$ cat config.mk
export PLATFORM = sky130hd
export DESIGN_NAME = protobuf_field_encoder
export DESIGN_NICKNAME = d
export VERILOG_FILES = /design/src/rtl/pfe_pkg.sv /design/src/rtl/pfe_front.sv /design/src/rtl/pfe_queue.sv /design/src/rtl/pfe_serializer.sv /design/src/rtl/protobuf_field_encoder.sv
export SDC_FILE = /design/constraint.sdc
export NUM_CORES = 1
export LEC_CHECK = 0
export BUFFER_PORTS_ARGS = -buffer_cell sky130_fd_sc_hd__buf_4
export CAP_MARGIN = 20
export CORE_MARGIN = 1
export CORE_UTILIZATION = 46
export DETAILED_ROUTE_END_ITERATION = 10
export GPL_TIMING_DRIVEN = 1
export PLACE_DENSITY = 0.65
export SYNTH_ARGS = -nofsm -noshare
export SYNTH_HDL_FRONTEND = slang
export SYNTH_HIERARCHICAL = 1
export SYNTH_SLANG_ARGS = --single-unit
$ cat constraint.sdc
create_clock -name clk -period 10.7 [get_ports clk]
set_input_delay 1.07 -clock clk [delete_from_list [all_inputs] [get_ports clk]]
set_output_delay 1.07 -clock clk [all_outputs]
set_load 0.01 [all_outputs]
$ cat src/rtl/pfe_pkg.sv
// Shared types and codes for the protobuf field encoder.
// No dependencies; every rtl module refers to this package by scoped names.
`timescale 1ns / 1ps

package pfe_pkg;

  // Request kinds carried on in_tuser; the two low bits double as the wire type.
  localparam logic [1:0] REQ_VARINT = 2'd0;
  localparam logic [1:0] REQ_FIXED64 = 2'd1;
  localparam logic [1:0] REQ_LENGTH = 2'd2;
  localparam logic [1:0] REQ_RAW = 2'd3;

  localparam int FNUM_W = 29;
  localparam int VALUE_W = 64;
  localparam int TAG_W = 32;
  localparam int BYTE_W = 8;
  localparam int GROUP_W = 7;
  localparam int IN_DATA_W = 96;

  typedef logic [1:0] req_type_t;

  // One classified request, handed from the front end to the serializer.
  typedef struct packed {
    req_type_t kind;
    logic [TAG_W-1:0] tag;
    logic [VALUE_W-1:0] value;
  } pfe_cmd_t;

endpackage

$ cat src/rtl/pfe_front.sv
// Front end: accept request items, build the tag word and classify the request.
// Depends on pfe_pkg; feeds pfe_queue.
`timescale 1ns / 1ps

module pfe_front (
  input  logic clk,
  input  logic rst_n,
  input  logic in_valid,
  output logic in_ready,
  input  pfe_pkg::req_type_t in_kind,
  input  logic [pfe_pkg::FNUM_W-1:0] in_fnum,
  input  logic [pfe_pkg::VALUE_W-1:0] in_value,
  output logic push_valid,
  input  logic push_ready,
  output pfe_pkg::pfe_cmd_t push_cmd
);

  logic hold_r;
  logic hold_nxt;
  pfe_pkg::pfe_cmd_t cmd_r;

  assign in_ready = !hold_r || push_ready;
  assign push_valid = hold_r;
  assign push_cmd = cmd_r;

  always_comb begin
    hold_nxt = hold_r;
    if (hold_r && push_ready) begin
      hold_nxt = 1'b0;
    end
    if (in_valid && in_ready) begin
      hold_nxt = 1'b1;
    end
  end

  always_ff @(posedge clk) begin
    if (!rst_n) begin
      hold_r <= 1'b0;
    end else begin
      hold_r <= hold_nxt;
    end
  end

  // Tag = field number shifted left 3 with the wire type in the low bits.
  always_ff @(posedge clk) begin
    if (in_valid && in_ready) begin
      cmd_r.kind <= in_kind;
      cmd_r.tag <= {in_fnum, 1'b0, in_kind};
      cmd_r.value <= in_value;
    end
  end

endmodule

$ cat src/rtl/pfe_queue.sv
// Short command queue between the front end and the serializer.
// Depends on pfe_pkg for the command type.
`timescale 1ns / 1ps

module pfe_queue #(
  parameter int DEPTH = 4
) (
  input  logic clk,
  input  logic rst_n,
  input  logic push_valid,
  output logic push_ready,
  input  pfe_pkg::pfe_cmd_t push_cmd,
  output logic pop_valid,
  input  logic pop_ready,
  output pfe_pkg::pfe_cmd_t pop_cmd
);

  localparam int PTR_W = (DEPTH > 1) ? $clog2(DEPTH) : 1;
  localparam int CNT_W = $clog2(DEPTH + 1);

  pfe_pkg::pfe_cmd_t slot_r [DEPTH];
  logic [PTR_W-1:0] wr_ptr_r, wr_ptr_nxt;
  logic [PTR_W-1:0] rd_ptr_r, rd_ptr_nxt;
  logic [CNT_W-1:0] count_r, count_nxt;
  logic do_push, do_pop;

  assign push_ready = (count_r != CNT_W'(DEPTH));
  assign pop_valid = (count_r != '0);
  assign pop_cmd = slot_r[rd_ptr_r];
  assign do_push = push_valid && push_ready;
  assign do_pop = pop_valid && pop_ready;

  always_comb begin
    wr_ptr_nxt = wr_ptr_r;
    rd_ptr_nxt = rd_ptr_r;
    count_nxt = count_r;
    if (do_push) begin
      wr_ptr_nxt = (wr_ptr_r == PTR_W'(DEPTH - 1)) ? '0 : wr_ptr_r + PTR_W'(1);
    end
    if (do_pop) begin
      rd_ptr_nxt = (rd_ptr_r == PTR_W'(DEPTH - 1)) ? '0 : rd_ptr_r + PTR_W'(1);
    end
    if (do_push && !do_pop) begin
      count_nxt = count_r + CNT_W'(1);
    end else if (do_pop && !do_push) begin
      count_nxt = count_r - CNT_W'(1);
    end
  end

  always_ff @(posedge clk) begin
    if (!rst_n) begin
      wr_ptr_r <= '0;
      rd_ptr_r <= '0;
      count_r <= '0;
    end else begin
      wr_ptr_r <= wr_ptr_nxt;
      rd_ptr_r <= rd_ptr_nxt;
      count_r <= count_nxt;
    end
  end

  always_ff @(posedge clk) begin
    if (do_push) begin
      slot_r[wr_ptr_r] <= push_cmd;
    end
  end

endmodule

$ cat src/rtl/pfe_serializer.sv
// Back end: turn a command into tag and body bytes, or one raw byte, one per cycle unless stalled.
// Depends on pfe_pkg; drains pfe_queue and owns the output register.
`timescale 1ns / 1ps

module pfe_serializer (
  input  logic clk,
  input  logic rst_n,
  input  logic pop_valid,
  output logic pop_ready,
  input  pfe_pkg::pfe_cmd_t pop_cmd,
  output logic out_valid,
  input  logic out_ready,
  output logic [pfe_pkg::BYTE_W-1:0] out_byte,
  output logic out_last
);

  localparam logic [2:0] PH_IDLE = 3'd0;
  localparam logic [2:0] PH_TAG = 3'd1;
  localparam logic [2:0] PH_VAR = 3'd2;
  localparam logic [2:0] PH_FIX = 3'd3;
  localparam logic [2:0] PH_RAW = 3'd4;

  logic [2:0] phase_r, phase_nxt;
  pfe_pkg::req_type_t kind_r, kind_nxt;
  logic [pfe_pkg::TAG_W-1:0] tag_r, tag_nxt;
  logic [pfe_pkg::VALUE_W-1:0] val_r, val_nxt;
  logic [2:0] cnt_r, cnt_nxt;
  logic vld_r, vld_nxt;
  logic [pfe_pkg::BYTE_W-1:0] byte_r, byte_nxt;
  logic last_r, last_nxt;
  logic slot_free;
  logic tag_more, val_more;

  assign slot_free = !vld_r || out_ready;
  assign pop_ready = (phase_r == PH_IDLE);
  assign out_valid = vld_r;
  assign out_byte = byte_r;
  assign out_last = last_r;
  assign tag_more = |tag_r[pfe_pkg::TAG_W-1:pfe_pkg::GROUP_W];
  assign val_more = |val_r[pfe_pkg::VALUE_W-1:pfe_pkg::GROUP_W];

  always_comb begin
    phase_nxt = phase_r;
    kind_nxt = kind_r;
    tag_nxt = tag_r;
    val_nxt = val_r;
    cnt_nxt = cnt_r;
    vld_nxt = vld_r && !out_ready;
    byte_nxt = byte_r;
    last_nxt = last_r;
    unique case (phase_r)
      PH_IDLE: begin
        if (pop_valid) begin
          kind_nxt = pop_cmd.kind;
          tag_nxt = pop_cmd.tag;
          val_nxt = pop_cmd.value;
          cnt_nxt = '0;
          phase_nxt = (pop_cmd.kind == pfe_pkg::REQ_RAW) ? PH_RAW : PH_TAG;
        end
      end
      PH_TAG: begin
        if (slot_free) begin
          vld_nxt = 1'b1;
          byte_nxt = {tag_more, tag_r[pfe_pkg::GROUP_W-1:0]};
          last_nxt = 1'b0;
          if (tag_more) begin
            tag_nxt = tag_r >> pfe_pkg::GROUP_W;
          end else begin
            phase_nxt = (kind_r == pfe_pkg::REQ_FIXED64) ? PH_FIX : PH_VAR;
          end
        end
      end
      PH_VAR: begin
        if (slot_free) begin
          vld_nxt = 1'b1;
          byte_nxt = {val_more, val_r[pfe_pkg::GROUP_W-1:0]};
          last_nxt = !val_more;
          val_nxt = val_r >> pfe_pkg::GROUP_W;
          if (!val_more) begin
            phase_nxt = PH_IDLE;
          end
        end
      end
      PH_FIX: begin
        if (slot_free) begin
          vld_nxt = 1'b1;
          byte_nxt = val_r[pfe_pkg::BYTE_W-1:0];
          last_nxt = (cnt_r == 3'd7);
          val_nxt = val_r >> pfe_pkg::BYTE_W;
          cnt_nxt = cnt_r + 3'd1;
          if (cnt_r == 3'd7) begin
            phase_nxt = PH_IDLE;
          end
        end
      end
      PH_RAW: begin
        if (slot_free) begin
          vld_nxt = 1'b1;
          byte_nxt = val_r[pfe_pkg::BYTE_W-1:0];
          last_nxt = 1'b1;
          phase_nxt = PH_IDLE;
        end
      end
      default: begin
        phase_nxt = PH_IDLE;
      end
    endcase
  end

  always_ff @(posedge clk) begin
    if (!rst_n) begin
      phase_r <= PH_IDLE;
      vld_r <= 1'b0;
    end else begin
      phase_r <= phase_nxt;
      vld_r <= vld_nxt;
    end
  end

  always_ff @(posedge clk) begin
    kind_r <= kind_nxt;
    tag_r <= tag_nxt;
    val_r <= val_nxt;
    cnt_r <= cnt_nxt;
    byte_r <= byte_nxt;
    last_r <= last_nxt;
  end

endmodule

$ cat src/rtl/protobuf_field_encoder.sv
// Top level of the protobuf field encoder: front end, command queue, serializer.
// Depends on pfe_pkg, pfe_front, pfe_queue and pfe_serializer.
`timescale 1ns / 1ps

// Usage:
//   in_* is a request stream: in_tuser carries the request kind (varint, fixed64,
//   length header, raw byte), in_tdata the field number and the 64-bit value.
//   out_* is a byte stream: out_tdata is one serialized byte, out_tlast marks
//   the final byte of each request.
//   A request yields 1 to 15 bytes: tag varint (1 to 5 bytes) then the body
//   (varint 1 to 10 bytes, fixed64 8 bytes), or one byte for a raw request.
//   The serializer emits one byte per cycle while out_tready allows, and
//   returns to its idle state after each request to load the next command.
//   The first byte reaches out_tvalid through the front register, the queue,
//   the serializer load and the output register.
//   The front end keeps accepting requests into the FIFO_DEPTH-entry queue
//   while the serializer works, so short bursts of requests do not stall.
//   When the receiver holds out_tready low, the output register holds its byte,
//   the serializer halts, and in_tready falls once the queue and front register fill.
//   Synchronous active-low reset empties the queue and the output register.

module protobuf_field_encoder #(
  parameter int FIFO_DEPTH = 4
) (
  input  logic clk,
  input  logic rst_n,
  input  logic in_tvalid,
  output logic in_tready,
  input  logic [95:0] in_tdata,   // [28:0] field_number, [92:29] field_value, [95:93] zero
  input  logic [1:0] in_tuser,    // [1:0] req_type
  output logic out_tvalid,
  input  logic out_tready,
  output logic [7:0] out_tdata,   // [7:0] out_byte
  output logic out_tlast          // last_byte
);

  logic push_valid, push_ready;
  logic pop_valid, pop_ready;
  pfe_pkg::pfe_cmd_t push_cmd, pop_cmd;
  logic [pfe_pkg::IN_DATA_W-1:0] in_data;

  assign in_data = in_tdata;

  // Accept and classify requests; pad bits of in_tdata are ignored.
  pfe_front u_front (
    .clk        (clk),
    .rst_n      (rst_n),
    .in_valid   (in_tvalid),
    .in_ready   (in_tready),
    .in_kind    (in_tuser),
    .in_fnum    (in_data[pfe_pkg::FNUM_W-1:0]),
    .in_value   (in_data[pfe_pkg::FNUM_W+pfe_pkg::VALUE_W-1:pfe_pkg::FNUM_W]),
    .push_valid (push_valid),
    .push_ready (push_ready),
    .push_cmd   (push_cmd)
  );

  // Decouple the request side from the byte side.
  pfe_queue #(
    .DEPTH (FIFO_DEPTH)
  ) u_queue (
    .clk        (clk),
    .rst_n      (rst_n),
    .push_valid (push_valid),
    .push_ready (push_ready),
    .push_cmd   (push_cmd),
    .pop_valid  (pop_valid),
    .pop_ready  (pop_ready),
    .pop_cmd    (pop_cmd)
  );

  // Emit tag and body bytes (or one raw byte) through the output register, one per cycle while out_tready allows.
  pfe_serializer u_serializer (
    .clk       (clk),
    .rst_n     (rst_n),
    .pop_valid (pop_valid),
    .pop_ready (pop_ready),
    .pop_cmd   (pop_cmd),
    .out_valid (out_tvalid),
    .out_ready (out_tready),
    .out_byte  (out_tdata),
    .out_last  (out_tlast)
  );

endmodule

==> flow_metrics.tcl <==
set metrics [dict create \
    dieArea_um2 51100 \
    post_cts_setup_buffers 0 \
    cts_tree "done" \
    drt_first_iter_violations 744 \
    fin_hold_ws_ns 0.490 \
    worst_hold_path.endpoint "u_queue/slot_r[1][53]" \
    synth.avg_cell_area_um2 19.9 \
    finalPower_mw 6.57 \
    fmax_mhz 346 \
    synth-seq-cells 611 \
    most_frequently_used_flop_master_after_synthesis "sky130_fd_sc_hd__edfxtp_1" \
    maxCapViolations 0 \
    yosys_warnings 6 \
    internal_power_mw 4.80 \
    first_global_vias 10800 \
    critical_path.max_fanout 7 \
    port_buffers 109 \
    vdd.ir_drop.worst_mv 0.144 \
    die_width_um 226 \
    antenna_found_initial 1 \
    setup.worst_path.class "flip-flop to output port" \
    place.gp.congestion 0.781 \
    wl_per_cell_um 21.0 \
    holdBufCountCts 0 \
    drt_first_pass_iters 6 \
    vias 10700 \
    cts-htree-levels 2 \
    cp_launch_type "flip-flop" \
    hold-path-cell-count 0 \
    clk_pin_slew_ns 0.06 \
    timing_worst_slew_pin_value_ns 0.982 \
    crit_required_ns 9.63 \
    seqPwrFrac_pct 51.5 \
    power.share.clock_pct 30.7 \
    clock_sink_count 611 \
    cts_max_path_buffers 3 \
    routed_wirelength_um 42200 \
    root_buffer "sky130_fd_sc_hd__clkbuf_16" \
    layout.core_utilization_pct 53.8 \
    regToRegEndpoint "u_serializer/phase_r[0]" \
    drt.antenna.violating_nets 0 \
    antenna-diode-count 0 \
    finalMaxSlewViolations 0 \
    die_height_um 226 \
    drive_above_1_share_pct 25.1 \
    fin_skew_ns 0.0163 \
    syn-instance-count 1161 \
    cts_resized 0 \
    reg2reg_depth 6 \
    fin_tns_setup_ns 0 \
    finalHoldViolCount 0 \
    netSwitchingPower_mw 1.77 \
    final.period_utilization_pct 27.0 \
    setup_violations 0 \
    synth_seq_area_share_pct 78.9 \
    placementRows 81 \
    number_of_enable_flip_flop_cells_after_synthesis 597 \
    timing.hold.worst.class "flip-flop to flip-flop" \
    start_util_pct 46.8 \
    detailed_place_hpwl_um 24600 \
    maximum_number_of_pins_on_one_net_before_global_route_repair 125 \
    global_route_wire_length_before_repair_um 64000 \
    cp_data_arrival_time_ns 1.82 \
    async_flop_share_pct 0 \
    insertion_delay_ns 0.61 \
    worstSetupEndpointType "output port" \
    boundaryPins 113 \
    power_frac_comb_pct 17.7 \
    syn2layout_area_growth_pct 14.9 \
    power.density_nw_per_um2 248 \
    vias_per_cell 5.32 \
    grt-ovfl-total 0 \
    cts_buffers 61 \
    worst_hold_startpoint "u_front/push_cmd[53]" \
    cellLeakagePower_nw 8.85 \
    num-nets-final 1401 \
    detail_route.drc_violations 0 \
    synth.net_count 1272 \
    sw_frac_of_total_pct 26.9 \
    run_status "complete, no violations" \
    grt_use_total_pct 16.8 \
    rsz_0062_raised_after_global_routing "no" \
    post_synth_num_cell_types 50 \
    timing.slew.headroom_pct 34.5 \
    ff2ff_setup_slack_ns 7.86 \
    min_period_ns 2.89 \
    synth.cell_area_um2 23100 \
    core_area_um2 49300 \
]
worst max-delay path: stages, from the launching register on:
cell and delay, ns:
sky130_fd_sc_hd__dfxtp_1 0.35, sky130_fd_sc_hd__or3b_1 0.50, sky130_fd_sc_hd__nand2b_4 0.21, sky130_fd_sc_hd__buf_4 0.15
metrics by stage:
step / std cells / worst slack [ns] / cell area [µm²]
after floorplan: 1161 / 6.24 / 23100
after global placement: 1890 / 7.80 / 24600
after detailed placement: 1890 / 7.76 / 24600
after CTS: 2004 / 7.77 / 26500
after global routing: 2005 / 7.68 / 26500
final: 2005 / 7.81 / 26500
power groups by stage:
stage                     combinational (mW)  sequential (mW)  clock, mW
after floorplan                        0.879             3.33          0
after global placement                  1.17             3.43          0
after detailed placement                1.18             3.44          0
after CTS                               1.19             3.39       2.08
after global routing                    1.29             3.43       2.16
final                                   1.17             3.39       2.02
placed cells by master, fill, tap and decap left out, types with 11 or more instances in the layout:
cell type and count:
sky130_fd_sc_hd__mux4_2 98, sky130_fd_sc_hd__clkbuf_16 62, sky130_fd_sc_hd__clkinv_1 12, sky130_fd_sc_hd__nor4_1 17, sky130_fd_sc_hd__o21ai_0 65, sky130_fd_sc_hd__nand2_1 143
sky130_fd_sc_hd__mux2i_1 59, sky130_fd_sc_hd__and2_1 15, sky130_fd_sc_hd__edfxtp_1 597, sky130_fd_sc_hd__buf_4 122, sky130_fd_sc_hd__clkbuf_1 15, sky130_fd_sc_hd__clkinv_2 14
sky130_fd_sc_hd__dfxtp_1 11
final cells by class:
| class | count | area (µm²) |
|---|---|---|
| Clock buffer | 77 | 1610 |
| Clock inverter | 37 | 299 |
| Fill cell | 3917 | 22800 |
| Inverter | 9 | 33.8 |
| Multi-Input combinational cell | 484 | 4570 |
| Sequential cell | 611 | 18200 |
| Tap cell | 664 | 831 |
| Timing Repair Buffer | 123 | 943 |
Yosys cell counts (all sizes together), types with 2 or more instances:
cell type / n / area [µm²]
edfxtp: 597 / 17900
nand2: 143 / 537
mux4: 98 / 2210
o21ai: 65 / 325
mux2i: 59 / 591
buf: 35 / 209
clkbuf: 22 / 83.8
nor4: 19 / 131
and2: 17 / 111
dfxtp: 14 / 280
nor2: 10 / 37.5
inv: 9 / 33.8
ha: 8 / 100
a21oi: 7 / 38.8
and3: 7 / 48.8
mux2: 7 / 78.8
nand2b: 5 / 38.8
nand4: 5 / 31.3
nor3: 5 / 25.0
nand3: 3 / 15.0
nor2b: 3 / 18.8
a211oi: 2 / 15.0
a21boi: 2 / 18.8
o31ai: 2 / 15.0
or3: 2 / 15.0
per-layer routing:
metal	vias to the layer above	share of wire [%]	track usage, %
li1	4888	-	-
met1	5458	47	25.2
met2	263	46	25.1
met5	-	0	0
met3	67	5.8	3.15
met4	0	2.0	5.31
state kept, by name, indices dropped and copies added, names as in the netlist, named ones only:
| signal | flops |
|---|---|
| u_serializer/cnt_r | 3 |
| u_serializer/out_byte | 8 |
| u_front/push_cmd | 95 |
| u_serializer/tag_r | 32 |
| u_serializer/out_last | 1 |
| u_queue/count_r | 3 |
| u_serializer/out_valid | 1 |
| u_queue/slot_r | 392 |
| u_serializer/val_r | 64 |
| u_queue/rd_ptr_r | 2 |
| u_queue/wr_ptr_r | 2 |
| u_front/push_valid | 1 |
| u_serializer/phase_r | 3 |
| u_serializer/kind_r | 2 |
cells by family after synthesis:
logic type,after synthesis,share of synthesized area (%)
other,1,0.0163
AO/OA/AOI/OAI,85,2.07
buffers and inverters,66,1.42
AND/OR/NAND/NOR,223,4.51
adder cells (fa/ha/maj),9,0.521
flip-flops,611,78.9
multiplexers,164,12.5
XOR/XNOR,2,0.0759
how the worst max path moves through the flow:
| stage | start | end | slack, ns |
|---|---|---|---|
| floorplan | out_tready | u_serializer/val_r[0] | 6.24 |
| global placement | flip-flop | u_serializer/phase_r[0] | 7.80 |
| detailed placement | in_tvalid | u_front/push_cmd[70] | 7.76 |
| CTS | flip-flop | u_serializer/phase_r[0] | 7.77 |
| global route | flip-flop | u_serializer/phase_r[0] | 7.68 |
| finish | u_queue/count_r[1] | in_tready | 7.81 |
(Power assumes the default switching activity.)
